--- config.mk ---
export PLATFORM = sky130hd
export DESIGN_NAME = clipped_blit_row_generator
export DESIGN_NICKNAME = d
export VERILOG_FILES = /design/src/crbg_pkg.sv /design/src/crbg_cfg.sv /design/src/crbg_clip.sv /design/src/crbg_row.sv /design/src/clipped_blit_row_generator.sv
export SDC_FILE = /design/constraint.sdc
export NUM_CORES = 2
export LEC_CHECK = 0
export BUFFER_PORTS_ARGS = -buffer_cell sky130_fd_sc_hd__buf_2
export CAP_MARGIN = 20
export CORE_ASPECT_RATIO = 1.25
export CORE_MARGIN = 1
export CORE_UTILIZATION = 35
export DETAILED_ROUTE_END_ITERATION = 10
export SYNTH_ARGS = -nofsm -noshare
export SYNTH_HDL_FRONTEND = slang
export SYNTH_SLANG_ARGS = --single-unit
--- constraint.sdc ---
create_clock -name i_clk -period 10.9 [get_ports i_clk]
set_input_delay 0.545 -clock i_clk [delete_from_list [all_inputs] [get_ports i_clk]]
set_output_delay 0.545 -clock i_clk [all_outputs]
set_load 0.05 [all_outputs]
--- src/crbg_pkg.sv ---
`default_nettype none

package crbg_pkg;

    localparam int MAX_DIM    = 1024;
    localparam int DIM_W      = 11;
    localparam int BPP_W      = 3;
    localparam int POS_W      = 16;
    localparam int SIZE_W     = 15;
    localparam int OFF_W      = 20;
    localparam int CW         = 20;
    localparam int PROD_W     = 2 * DIM_W;
    localparam int CFG_IDX_W  = 3;
    localparam int CFG_DATA_W = 11;

    localparam logic [BPP_W-1:0] PIXEL_BYTES = 3'd2;

    localparam logic CMD_START = 1'b0;
    localparam logic CMD_NEXT  = 1'b1;

    typedef enum logic [CFG_IDX_W-1:0] {
        CFG_DST_WIDTH,
        CFG_DST_HEIGHT,
        CFG_SRC_WIDTH,
        CFG_SRC_HEIGHT,
        CFG_DST_PIXEL_BYTES,
        CFG_SRC_PIXEL_BYTES,
        CFG_DST_BIG_ENDIAN,
        CFG_SRC_BIG_ENDIAN
    } t_cfg_idx;

    typedef logic [DIM_W-1:0]      t_dim;
    typedef logic signed [CW-1:0]  t_coord;

    typedef struct packed {
        logic                     cmd;
        logic signed [POS_W-1:0]  dst_x;
        logic signed [POS_W-1:0]  dst_y;
        logic signed [POS_W-1:0]  src_x;
        logic signed [POS_W-1:0]  src_y;
        logic [SIZE_W-1:0]        rect_width;
        logic [SIZE_W-1:0]        rect_height;
    } t_in_item;

    typedef struct packed {
        logic              row_valid;
        logic [OFF_W-1:0]  dst_offset;
        logic [OFF_W-1:0]  src_offset;
        logic [DIM_W-1:0]  pixel_count;
        logic              swap_bytes;
        logic              last_row;
        logic              copy_empty;
    } t_out_item;

    typedef struct packed {
        t_dim              dst_width;
        t_dim              dst_height;
        t_dim              src_width;
        t_dim              src_height;
        logic [BPP_W-1:0]  dst_pixel_bytes;
        logic [BPP_W-1:0]  src_pixel_bytes;
        logic              dst_big_endian;
        logic              src_big_endian;
    } t_cfg;

    typedef struct packed {
        t_dim dst_w;
        t_dim dst_h;
        t_dim src_w;
        t_dim src_h;
    } t_dims;

    // a is the side being clipped in a stage, b is the other side
    typedef struct packed {
        logic   cmd;
        t_coord ax;
        t_coord ay;
        t_coord bx;
        t_coord by;
        t_coord w;
        t_coord h;
    } t_clip;

    function automatic t_dim clamp_dim(input t_dim v);
        t_dim res;
        res = v;
        if (int'(v) > MAX_DIM) begin
            res = DIM_W'(MAX_DIM);
        end
        return res;
    endfunction

    function automatic t_coord to_coord(input t_dim v);
        return t_coord'({{(CW-DIM_W){1'b0}}, v});
    endfunction

endpackage

`default_nettype wire

--- src/crbg_cfg.sv ---
`default_nettype none

module crbg_cfg
    import crbg_pkg::*;
(
    input  wire logic                  i_clk,
    input  wire logic                  i_rst_n,
    input  wire logic                  i_cfg_we,
    input  wire logic [CFG_IDX_W-1:0]  i_cfg_index,
    input  wire logic [CFG_DATA_W-1:0] i_cfg_data,
    output t_cfg                       o_cfg
);

    t_cfg r_cfg;

    always_ff @(posedge i_clk) begin
        if (!i_rst_n) begin
            r_cfg.dst_width       <= DIM_W'(320);
            r_cfg.dst_height      <= DIM_W'(240);
            r_cfg.src_width       <= DIM_W'(320);
            r_cfg.src_height      <= DIM_W'(240);
            r_cfg.dst_pixel_bytes <= PIXEL_BYTES;
            r_cfg.src_pixel_bytes <= PIXEL_BYTES;
            r_cfg.dst_big_endian  <= 1'b0;
            r_cfg.src_big_endian  <= 1'b0;
        end else if (i_cfg_we) begin
            case (t_cfg_idx'(i_cfg_index))
                CFG_DST_WIDTH:       r_cfg.dst_width       <= i_cfg_data[DIM_W-1:0];
                CFG_DST_HEIGHT:      r_cfg.dst_height      <= i_cfg_data[DIM_W-1:0];
                CFG_SRC_WIDTH:       r_cfg.src_width       <= i_cfg_data[DIM_W-1:0];
                CFG_SRC_HEIGHT:      r_cfg.src_height      <= i_cfg_data[DIM_W-1:0];
                CFG_DST_PIXEL_BYTES: r_cfg.dst_pixel_bytes <= i_cfg_data[BPP_W-1:0];
                CFG_SRC_PIXEL_BYTES: r_cfg.src_pixel_bytes <= i_cfg_data[BPP_W-1:0];
                CFG_DST_BIG_ENDIAN:  r_cfg.dst_big_endian  <= i_cfg_data[0];
                CFG_SRC_BIG_ENDIAN:  r_cfg.src_big_endian  <= i_cfg_data[0];
                default: ;
            endcase
        end
    end

    assign o_cfg = r_cfg;

endmodule

`default_nettype wire

--- src/crbg_clip.sv ---
`default_nettype none

module crbg_clip
    import crbg_pkg::*;
(
    input  wire logic  i_clk,
    input  wire logic  i_rst_n,
    input  wire logic  i_valid,
    output logic       o_ready,
    input  wire t_clip i_data,
    input  wire t_dim  i_lim_x,
    input  wire t_dim  i_lim_y,
    output logic       o_valid,
    input  wire logic  i_ready,
    output t_clip      o_data
);

    logic   r_valid;
    t_clip  r_data;
    t_clip  n_data;
    t_coord lim_x;
    t_coord lim_y;

    assign lim_x = to_coord(i_lim_x);
    assign lim_y = to_coord(i_lim_y);

    always_comb begin
        n_data = i_data;
        // clip left and top: shift both sides, shrink the size
        if (i_data.ax < 0) begin
            n_data.ax = '0;
            n_data.bx = i_data.bx - i_data.ax;
            n_data.w  = i_data.w + i_data.ax;
        end
        if (i_data.ay < 0) begin
            n_data.ay = '0;
            n_data.by = i_data.by - i_data.ay;
            n_data.h  = i_data.h + i_data.ay;
        end
        // clip right and bottom
        if (n_data.ax + n_data.w > lim_x) begin
            n_data.w = lim_x - n_data.ax;
        end
        if (n_data.ay + n_data.h > lim_y) begin
            n_data.h = lim_y - n_data.ay;
        end
    end

    assign o_ready = !r_valid || i_ready;

    always_ff @(posedge i_clk) begin
        if (!i_rst_n) begin
            r_valid <= 1'b0;
        end else if (o_ready) begin
            r_valid <= i_valid;
        end
    end

    always_ff @(posedge i_clk) begin
        if (o_ready && i_valid) begin
            r_data <= n_data;
        end
    end

    assign o_valid = r_valid;
    assign o_data  = r_data;

endmodule

`default_nettype wire

--- src/crbg_row.sv ---
`default_nettype none

module crbg_row
    import crbg_pkg::*;
(
    input  wire logic  i_clk,
    input  wire logic  i_rst_n,
    input  wire logic  i_valid,
    output logic       o_ready,
    input  wire t_clip i_data,
    input  wire t_cfg  i_cfg,
    input  wire t_dims i_dims,
    output logic       o_out_valid,
    input  wire logic  i_out_stall,
    output t_out_item  o_out
);

    logic             r_out_valid;
    t_out_item        r_out;
    t_out_item        n_out;

    logic             r_active;
    logic [OFF_W-1:0] r_dst_off;
    logic [OFF_W-1:0] r_src_off;
    t_dim             r_rows_left;
    t_dim             r_row_len;
    logic             r_swap;
    t_dim             r_dst_pitch;
    t_dim             r_src_pitch;

    logic             n_active;
    logic [OFF_W-1:0] n_dst_off;
    logic [OFF_W-1:0] n_src_off;
    t_dim             n_rows_left;
    t_dim             n_row_len;
    logic             n_swap;
    t_dim             n_dst_pitch;
    t_dim             n_src_pitch;

    t_coord           dx;
    t_coord           dy;
    t_coord           sx;
    t_coord           sy;
    logic             empty;
    logic [PROD_W-1:0] dst_prod;
    logic [PROD_W-1:0] src_prod;
    logic             fire;

    // after the source stage the destination sits on the b side
    assign dx = i_data.bx;
    assign dy = i_data.by;
    assign sx = i_data.ax;
    assign sy = i_data.ay;

    assign empty = (i_data.w <= 0) || (i_data.h <= 0)
                || (i_cfg.dst_pixel_bytes != PIXEL_BYTES)
                || (i_cfg.src_pixel_bytes != PIXEL_BYTES);

    assign dst_prod = PROD_W'(dy[DIM_W-1:0]) * PROD_W'(i_dims.dst_w);
    assign src_prod = PROD_W'(sy[DIM_W-1:0]) * PROD_W'(i_dims.src_w);

    always_comb begin
        n_out       = '0;
        n_active    = r_active;
        n_dst_off   = r_dst_off;
        n_src_off   = r_src_off;
        n_rows_left = r_rows_left;
        n_row_len   = r_row_len;
        n_swap      = r_swap;
        n_dst_pitch = r_dst_pitch;
        n_src_pitch = r_src_pitch;
        case (i_data.cmd)
            CMD_START: begin
                if (empty) begin
                    n_out.copy_empty = 1'b1;
                    n_active         = 1'b0;
                    n_rows_left      = '0;
                    n_row_len        = '0;
                end else begin
                    n_active    = 1'b1;
                    n_dst_pitch = i_dims.dst_w;
                    n_src_pitch = i_dims.src_w;
                    n_dst_off   = OFF_W'(dst_prod + PROD_W'(dx[DIM_W-1:0]));
                    n_src_off   = OFF_W'(src_prod + PROD_W'(sx[DIM_W-1:0]));
                    n_rows_left = i_data.h[DIM_W-1:0];
                    n_row_len   = i_data.w[DIM_W-1:0];
                    n_swap      = i_cfg.dst_big_endian ^ i_cfg.src_big_endian;
                end
            end
            CMD_NEXT: begin
                if (r_active && (r_rows_left != '0)) begin
                    n_out.row_valid   = 1'b1;
                    n_out.dst_offset  = r_dst_off;
                    n_out.src_offset  = r_src_off;
                    n_out.pixel_count = r_row_len;
                    n_out.swap_bytes  = r_swap;
                    n_out.last_row    = (r_rows_left == DIM_W'(1));
                    n_rows_left       = r_rows_left - DIM_W'(1);
                    n_dst_off         = r_dst_off + OFF_W'(r_dst_pitch);
                    n_src_off         = r_src_off + OFF_W'(r_src_pitch);
                    if (r_rows_left == DIM_W'(1)) begin
                        n_active = 1'b0;
                    end
                end
            end
            default: ;
        endcase
    end

    assign o_ready = !r_out_valid || !i_out_stall;
    assign fire    = i_valid && o_ready;

    always_ff @(posedge i_clk) begin
        if (!i_rst_n) begin
            r_out_valid <= 1'b0;
            r_active    <= 1'b0;
            r_dst_off   <= '0;
            r_src_off   <= '0;
            r_rows_left <= '0;
            r_row_len   <= '0;
            r_swap      <= 1'b0;
            r_dst_pitch <= '0;
            r_src_pitch <= '0;
        end else begin
            if (o_ready) begin
                r_out_valid <= i_valid;
            end
            if (fire) begin
                r_active    <= n_active;
                r_dst_off   <= n_dst_off;
                r_src_off   <= n_src_off;
                r_rows_left <= n_rows_left;
                r_row_len   <= n_row_len;
                r_swap      <= n_swap;
                r_dst_pitch <= n_dst_pitch;
                r_src_pitch <= n_src_pitch;
            end
        end
    end

    always_ff @(posedge i_clk) begin
        if (fire) begin
            r_out <= n_out;
        end
    end

    assign o_out_valid = r_out_valid;
    assign o_out       = r_out;

endmodule

`default_nettype wire

--- src/clipped_blit_row_generator.sv ---
// channel   | direction | handshake                  | beat
// ----------+-----------+----------------------------+--------------------------
// in        | input     | i_in_valid / o_in_stall    | t_in_item command
// out       | output    | o_out_valid / i_out_stall  | t_out_item result
// cfg       | input     | i_cfg_we                   | i_cfg_index, i_cfg_data
//
// One command per cycle unless o_in_stall is high; each beat passes through:
// input register, destination clip stage, source clip stage, row stage
// (offset multiply and blit state). Synchronous active-low reset empties all
// stages and clears the blit state. A stall on the output holds the row stage;
// earlier stages keep filling empty slots before the input stalls.
`default_nettype none

module clipped_blit_row_generator
    import crbg_pkg::*;
(
    input  wire logic                  i_clk,
    input  wire logic                  i_rst_n,
    input  wire logic                  i_in_valid,
    output logic                       o_in_stall,
    input  wire t_in_item              i_in,
    output logic                       o_out_valid,
    input  wire logic                  i_out_stall,
    output t_out_item                  o_out,
    input  wire logic                  i_cfg_we,
    input  wire logic [CFG_IDX_W-1:0]  i_cfg_index,
    input  wire logic [CFG_DATA_W-1:0] i_cfg_data
);

    t_cfg     cfg;
    t_dims    dims;

    logic     r_in_valid;
    t_in_item r_in;
    logic     in_ready;

    t_clip    s0_data;
    logic     s1_ready;
    logic     s1_valid;
    t_clip    s1_data;
    t_clip    s1_swapped;
    logic     s2_ready;
    logic     s2_valid;
    t_clip    s2_data;
    logic     row_ready;

    crbg_cfg u_cfg (
        .i_clk       (i_clk),
        .i_rst_n     (i_rst_n),
        .i_cfg_we    (i_cfg_we),
        .i_cfg_index (i_cfg_index),
        .i_cfg_data  (i_cfg_data),
        .o_cfg       (cfg)
    );

    assign dims.dst_w = clamp_dim(cfg.dst_width);
    assign dims.dst_h = clamp_dim(cfg.dst_height);
    assign dims.src_w = clamp_dim(cfg.src_width);
    assign dims.src_h = clamp_dim(cfg.src_height);

    assign in_ready   = !r_in_valid || s1_ready;
    assign o_in_stall = !in_ready;

    always_ff @(posedge i_clk) begin
        if (!i_rst_n) begin
            r_in_valid <= 1'b0;
        end else if (in_ready) begin
            r_in_valid <= i_in_valid;
        end
    end

    always_ff @(posedge i_clk) begin
        if (in_ready && i_in_valid) begin
            r_in <= i_in;
        end
    end

    assign s0_data.cmd = r_in.cmd;
    assign s0_data.ax  = CW'(r_in.dst_x);
    assign s0_data.ay  = CW'(r_in.dst_y);
    assign s0_data.bx  = CW'(r_in.src_x);
    assign s0_data.by  = CW'(r_in.src_y);
    assign s0_data.w   = t_coord'({{(CW-SIZE_W){1'b0}}, r_in.rect_width});
    assign s0_data.h   = t_coord'({{(CW-SIZE_W){1'b0}}, r_in.rect_height});

    crbg_clip u_clip_dst (
        .i_clk   (i_clk),
        .i_rst_n (i_rst_n),
        .i_valid (r_in_valid),
        .o_ready (s1_ready),
        .i_data  (s0_data),
        .i_lim_x (dims.dst_w),
        .i_lim_y (dims.dst_h),
        .o_valid (s1_valid),
        .i_ready (s2_ready),
        .o_data  (s1_data)
    );

    assign s1_swapped.cmd = s1_data.cmd;
    assign s1_swapped.ax  = s1_data.bx;
    assign s1_swapped.ay  = s1_data.by;
    assign s1_swapped.bx  = s1_data.ax;
    assign s1_swapped.by  = s1_data.ay;
    assign s1_swapped.w   = s1_data.w;
    assign s1_swapped.h   = s1_data.h;

    crbg_clip u_clip_src (
        .i_clk   (i_clk),
        .i_rst_n (i_rst_n),
        .i_valid (s1_valid),
        .o_ready (s2_ready),
        .i_data  (s1_swapped),
        .i_lim_x (dims.src_w),
        .i_lim_y (dims.src_h),
        .o_valid (s2_valid),
        .i_ready (row_ready),
        .o_data  (s2_data)
    );

    crbg_row u_row (
        .i_clk       (i_clk),
        .i_rst_n     (i_rst_n),
        .i_valid     (s2_valid),
        .o_ready     (row_ready),
        .i_data      (s2_data),
        .i_cfg       (cfg),
        .i_dims      (dims),
        .o_out_valid (o_out_valid),
        .i_out_stall (i_out_stall),
        .o_out       (o_out)
    );

endmodule

`default_nettype wire

# Word-level counts from Yosys, hierarchy flattened
# Cells that the tools add are included.
[op_classes] addsub=21 n_mul=2 n_lt_le_gt_ge=14 eq_ne=13 mux=36 n_bitwise=3 n_reduce_logical=34
[ops] operator="20-bit 2-to-1 mux" n=18
[ops] operator="20-bit adder" n=8
[ops] operator="11-bit 2-to-1 mux" n=9
[ops] operator="20-bit by 12-bit greater-than comparator with 1-bit output" n=4
[ops] operator="20-bit one-hot mux with 2 select lines" n=2
[ops] operator="12-bit by 20-bit subtractor with 20-bit output" n=4
[ops] operator="54-bit 2-to-1 mux" n=1
[ops] operator="11-bit greater-than comparator, second input constant" n=4
[ops] operator="20-bit by 11-bit adder with 20-bit output" n=2
[ops] operator="20-bit by 1-bit <= comparator with 1-bit output, second input constant" n=2
[ops] operator="20-bit by 1-bit less-than comparator with 1-bit output, second input constant" n=2
[ops] operator="11-bit by 12-bit multiplier with 20-bit output" n=2
[ops] operator="16-bit by 16-bit adder with 17-bit output" n=2
[ops] operator="16-bit by 16-bit subtractor with 17-bit output" n=2
[ops] operator="16-bit by 1-bit less-than comparator with 1-bit output, second input constant" n=2
[ops] operator="11-bit one-hot mux with 2 select lines" n=1
[ops] operator="2-bit AND reduction" n=11
[ops] operator="11-bit subtractor" n=2
[ops] operator="3-bit == test, second input constant" n=4
[ops] operator="11-bit by 1-bit == test with 1-bit output, second input constant" n=1
[ops] operator="11-bit nonzero test" n=1
[ops] operator="11-bit by 1-bit subtractor with 11-bit output, second input constant" n=1
[ops] operator="3-bit AND reduction" n=3
[ops] operator="1-bit logical OR" n=7
[ops] operator="other kinds (12)" n=28
[totals] regBits=480 inputBits=114 out_inout_bits=57

# Depth between registers and ports, before layout
[logic_depth] word_depth=6 ltp_mapped=28

# Cells and area by module
# From an unflattened synthesis, not the netlist that was laid out.
[hier_totals] cells_unflattened=4885 area_unflattened_um2=46057.9
[modules_own_cells] module="crbg_row" instances=1 cells_each=1812 area_per_inst_um2=15757.6
[modules_own_cells] module="crbg_clip (u_clip_src)" instances=1 cells_each=1391 area_per_inst_um2=12583.3
[modules_own_cells] module="crbg_clip (u_clip_dst)" instances=1 cells_each=1334 area_per_inst_um2=12373.1
[modules_own_cells] module="clipped_blit_row_generator" instances=1 cells_each=148 area_per_inst_um2=3289.4
[modules_own_cells] module="crbg_cfg" instances=1 cells_each=200 area_per_inst_um2=2054.5

# Least setup slack after synthesis
# Ideal clock, no wire load.
[synth_path] path_kind="in2reg" start="input i_out_stall" end="register u_clip_dst.r_data, in the netlist u_clip_dst.o_data[0], enable pin" setup_ps=701 t_arrival_ps=7798 setup_slack_ps=2401 path_stages=2 n_path_buf=0 cell_sequence="and3_1 > a21boi_0"
[synth_via] elab_chain_len=5
[synth_rtl] item="from (decl)" line="clipped_blit_row_generator.sv:23" source="input wire logic i_out_stall,"
[synth_rtl] item="1-bit logical NOT" line="crbg_row.sv:110" source="assign o_ready = !r_out_valid || !i_out_stall;"
[synth_rtl] item="1-bit logical OR" line="crbg_row.sv:110"
[synth_rtl] item="1-bit logical OR (2 in a row)" line="crbg_clip.sv:49" source="assign o_ready = !r_valid || i_ready;"
[synth_rtl] item="1-bit logical AND" line="crbg_clip.sv:60" source="if (o_ready && i_valid) begin"
[synth_rtl] item="to (signal assigned)" line="crbg_clip.sv:61" source="r_data <= n_data;"
[synth_rtl] item="to (decl)" line="crbg_clip.sv:19" source="t_clip r_data;"
# Every way passes these cells.
# A chain may end at the register's enable or synchronous reset.

# Worst setup path in the final report
[layout_path] start="register u_cfg.r_cfg, in the netlist u_cfg.o_cfg[51]" end="register u_row.r_dst_off[18]"
[layout_via] elab_chain_len=6
[layout_rtl] item="from (decl)" line="crbg_cfg.sv:14" source="t_cfg r_cfg;"
[layout_rtl] item="11-bit greater-than comparator" line="crbg_pkg.sv:87" source="if (int'(v) > MAX_DIM) begin"
[layout_rtl] item="11-bit 2-to-1 mux (*)" line="crbg_pkg.sv:87"
[layout_rtl] item="11-bit by 12-bit multiplier with 20-bit output (*)" line="crbg_row.sv:59" source="assign dst_prod = PROD_W'(dy[DIM_W-1:0]) * PROD_W'(i_dims.dst_w);"
[layout_rtl] item="20-bit adder (*)" line="crbg_row.sv:83" source="n_dst_off = OFF_W'(dst_prod + PROD_W'(dx[DIM_W-1:0]));"
[layout_rtl] item="20-bit 2-to-1 mux (*)" line="crbg_row.sv:74" source="if (empty) begin"
[layout_rtl] item="20-bit one-hot mux with 2 select lines (*)" line="crbg_row.sv:72" source="case (i_data.cmd)"
[layout_rtl] item="to (signal assigned)" line="crbg_row.sv:130" source="r_dst_off <= n_dst_off;"
[layout_rtl] item="to (decl)" line="crbg_row.sv:23" source="logic [OFF_W-1:0] r_dst_off;"
# Mark *: on every way between the ends. The rest lies on a longest branch, timed or not. The select of a mux whose other input is x is not followed.

==> results_dict.tcl <==
set metrics [dict create \
    cts_buffer_depth 3 \
    root_buffer "clkbuf_16" \
    drt_iter0_drc 1917 \
    antenna_found_initial 0 \
    dp_hpwl_microns 84800 \
    leakagePower_nw 19.5 \
    grt_setup_unrepaired "no" \
    htreeDepth 2 \
    routed_via_density 5.17 \
    critPathCapture "u_row.r_dst_off[18]" \
    clock_skew_ns 0.0587 \
    syn_to_final_growth_pct 10.9 \
    grt_usage 0.185 \
    synthTopCellsByArea "edfxtp_1 (25%), ha_1 (12%), fa_1 (11%)" \
    synth_nets 5104 \
    status "complete, no violations" \
    slew_headroom 0.290 \
    swShare 0.362 \
    synth.most_common_cell "inv_1" \
    fin_setup_tns_ns 0 \
    drive_above_1_share 0.100 \
    synthCells 4370 \
    hp-start "i_in[5]" \
    design_area_sq_um 44700 \
    ios 171 \
    total_power_mw 6.97 \
    first_pass_iters 6 \
    whs_ns 0.0472 \
    reg2reg_slack_ns 4.06 \
    timing.rr.end "u_row.r_dst_off[18]" \
    rows 138 \
    intPower_mw 4.45 \
    fin_crit_sh 0.627 \
    utilization 0.393 \
    end_kind "register" \
    power_switching_mw 2.52 \
    first_global_vias 31210 \
    p_clk_frac 0.285 \
    slew_violations 0 \
    hp-class "in -> reg" \
    ff2ff_path_depth 23 \
    insertion_delay_ns 0.67 \
    ir_drop_mv 0.137 \
    clkTransAtPathRegs_ns 0.06 \
    dieArea_sq_um 116000 \
    synth-edff-count 332 \
    cts_buffers 54 \
    crit_fanout 21 \
    setup_viol 0 \
    post_synth.cell_area_avg_sq_um 9.22 \
    grt_pass1_wl_microns 171000 \
    drc 0 \
    start_util 0.355 \
    wl_per_cell_microns 18.0 \
    cp-startpoint "u_cfg.o_cfg[51]" \
    synth_area_leader_cell "edfxtp_1" \
    grt_max_degree 81 \
    cts_tree "done" \
    synth_top_flop_cell "edfxtp_1" \
    cellPowerDensity_nw_per_um2 156 \
    core_area_sq_um 114000 \
    synth.distinct_cells 95 \
    crit_path_start_kind "register" \
    r2r_start "u_cfg.o_cfg[51]" \
    synth-async-reset-ratio 0 \
    max_freq_mhz 146 \
    die_x_microns 305 \
    netlist_area_sq_um 40300 \
    arrival_ns 7.40 \
    instances_no_fill 6006 \
    fin_ws_ns 4.06 \
    ctsHoldBuffers 0 \
    die_h_microns 381 \
    final-hold-violation-count 0 \
    crit_type "reg -> reg" \
    cts_resized 0 \
    ys_seq_elements 474 \
    dp_slack_ns 4.13 \
    final_nets 5223 \
    vias 31041 \
    placed_area_sq_um 42700 \
    post_cts_buffers 0 \
    gp_congestion 0.894 \
    netlist.area_leader.share 0.247 \
    drv_cap 0 \
    power_frac_seq 0.306 \
    seq_area_frac_synth 0.318 \
    period_needed_ns 6.84 \
    p_comb_frac 0.409 \
    overflow 0 \
    yosysWarnings 0 \
    numClockSinks 474 \
    yosys-top-cells-count "inv_1 (545), nand2_1 (541), ha_1 (402), edfxtp_1 (332), nor2_1 (264)" \
    worst_slew_pin_slew_ns 1.06 \
    dp.cells 5902 \
    route.final.wire_length_microns 108000 \
    required_ns 11.46 \
    port_buffers 170 \
    ant_nets 0 \
]
## critical path, stage by stage (launching register included)
cell	delay (ns)
dfxtp_1	0.95
inv_1	0.22
nand2_1	0.17
inv_1	0.28
and2_1	0.29
fa_1	0.46
ha_1	0.32
fa_1	0.51
inv_1	0.05
fa_1	0.51
fa_1	0.50
inv_1	0.04
ha_1	0.30
nor2b_1	0.14
o21ai_0	0.19
a21boi_0	0.14
o21ai_0	0.20
a21boi_0	0.18
o2111ai_1	0.20
nand2_1	0.09
o41ai_1	0.38
o21ai_0	0.19
xnor2_1	0.17
a211oi_1	0.22
## layout by cell type, fill, tap and decap left out, types with 74 or more instances in the layout
master	Yosys	final
dfxtp_1	142	142
a21o_1	75	75
fa_1	218	218
mux2_2	86	86
nor2b_1	89	87
xnor2_1	148	148
ha_1	402	402
nand3_1	74	74
and2_1	149	149
o21ai_0	169	169
nor2_1	264	261
edfxtp_1	332	332
a21oi_1	260	260
nand2_1	541	541
inv_1	545	544
nor3_1	112	111
buf_2	4	171
## cell type report
class,instances,area (sq um)
Clock inverter,37,473
Sequential cell,474,12800
Multi-Input combinational cell,3198,24900
Fill cell,11266,68900
Timing Repair Buffer,211,1160
Antenna cell,1,2.50
Inverter,550,2070
Clock buffer,65,1470
Tap cell,1470,1840
## state kept, by name (all words and copies together) (netlist names), 11 cells and up
register	cells
u_row.r_rows_left	11
u_cfg.o_cfg	52
u_row.r_dst_pitch	11
u_clip_dst.o_data	97
u_row.r_dst_off	20
u_row.o_out	55
u_clip_src.o_data	85
u_row.r_src_off	20
u_row.r_src_pitch	11
r_in	95
u_row.r_row_len	11
## logic make-up (layout without fill, tap and decap cells)
group	after synthesis	in the layout	share of synthesized area
adder cells (fa/ha/maj)	620	620	0.233
XOR/XNOR	205	205	0.0446
multiplexers	142	142	0.0409
AND/OR/NAND/NOR	1392	1392	0.162
flip-flops	474	474	0.318
other	0	1	0
AO/OA/AOI/OAI	839	839	0.135
buffers and inverters	698	863	0.0662
## power groups by stage
stage | Combinational (mW) | Clock, mW | Sequential (mW)
finish | 2.85 | 1.98 | 2.13
global route | 3.20 | 2.11 | 2.14
CTS | 2.83 | 2.04 | 2.13
detailed placement | 2.81 | 0 | 2.17
global placement | 2.78 | 0 | 2.17
floorplan | 2.13 | 0 | 2.15
## per-layer routing
layer	vias to the layer above	share of wire	GRT usage
met5	-	0	0
met4	0	0.028	0.0538
li1	15241	-	-
met2	707	0.48	0.321
met1	14949	0.45	0.239
met3	144	0.043	0.0215
## worst min path at each step
stage                             end  slack (ns)  cells past startpoint
6_report                      r_in[5]        0.05                      1
5_1_grt                       r_in[0]        0.01                      1
4_1_cts                       r_in[0]       0.006                      1
3_5_place_dp   u_clip_src.o_data[120]        0.41                      0
3_3_place_gp   u_clip_src.o_data[120]        0.41                      0
2_1_floorplan  u_clip_dst.o_data[120]        0.40                      0
Note: power is estimated with default switching activity, not from simulation.
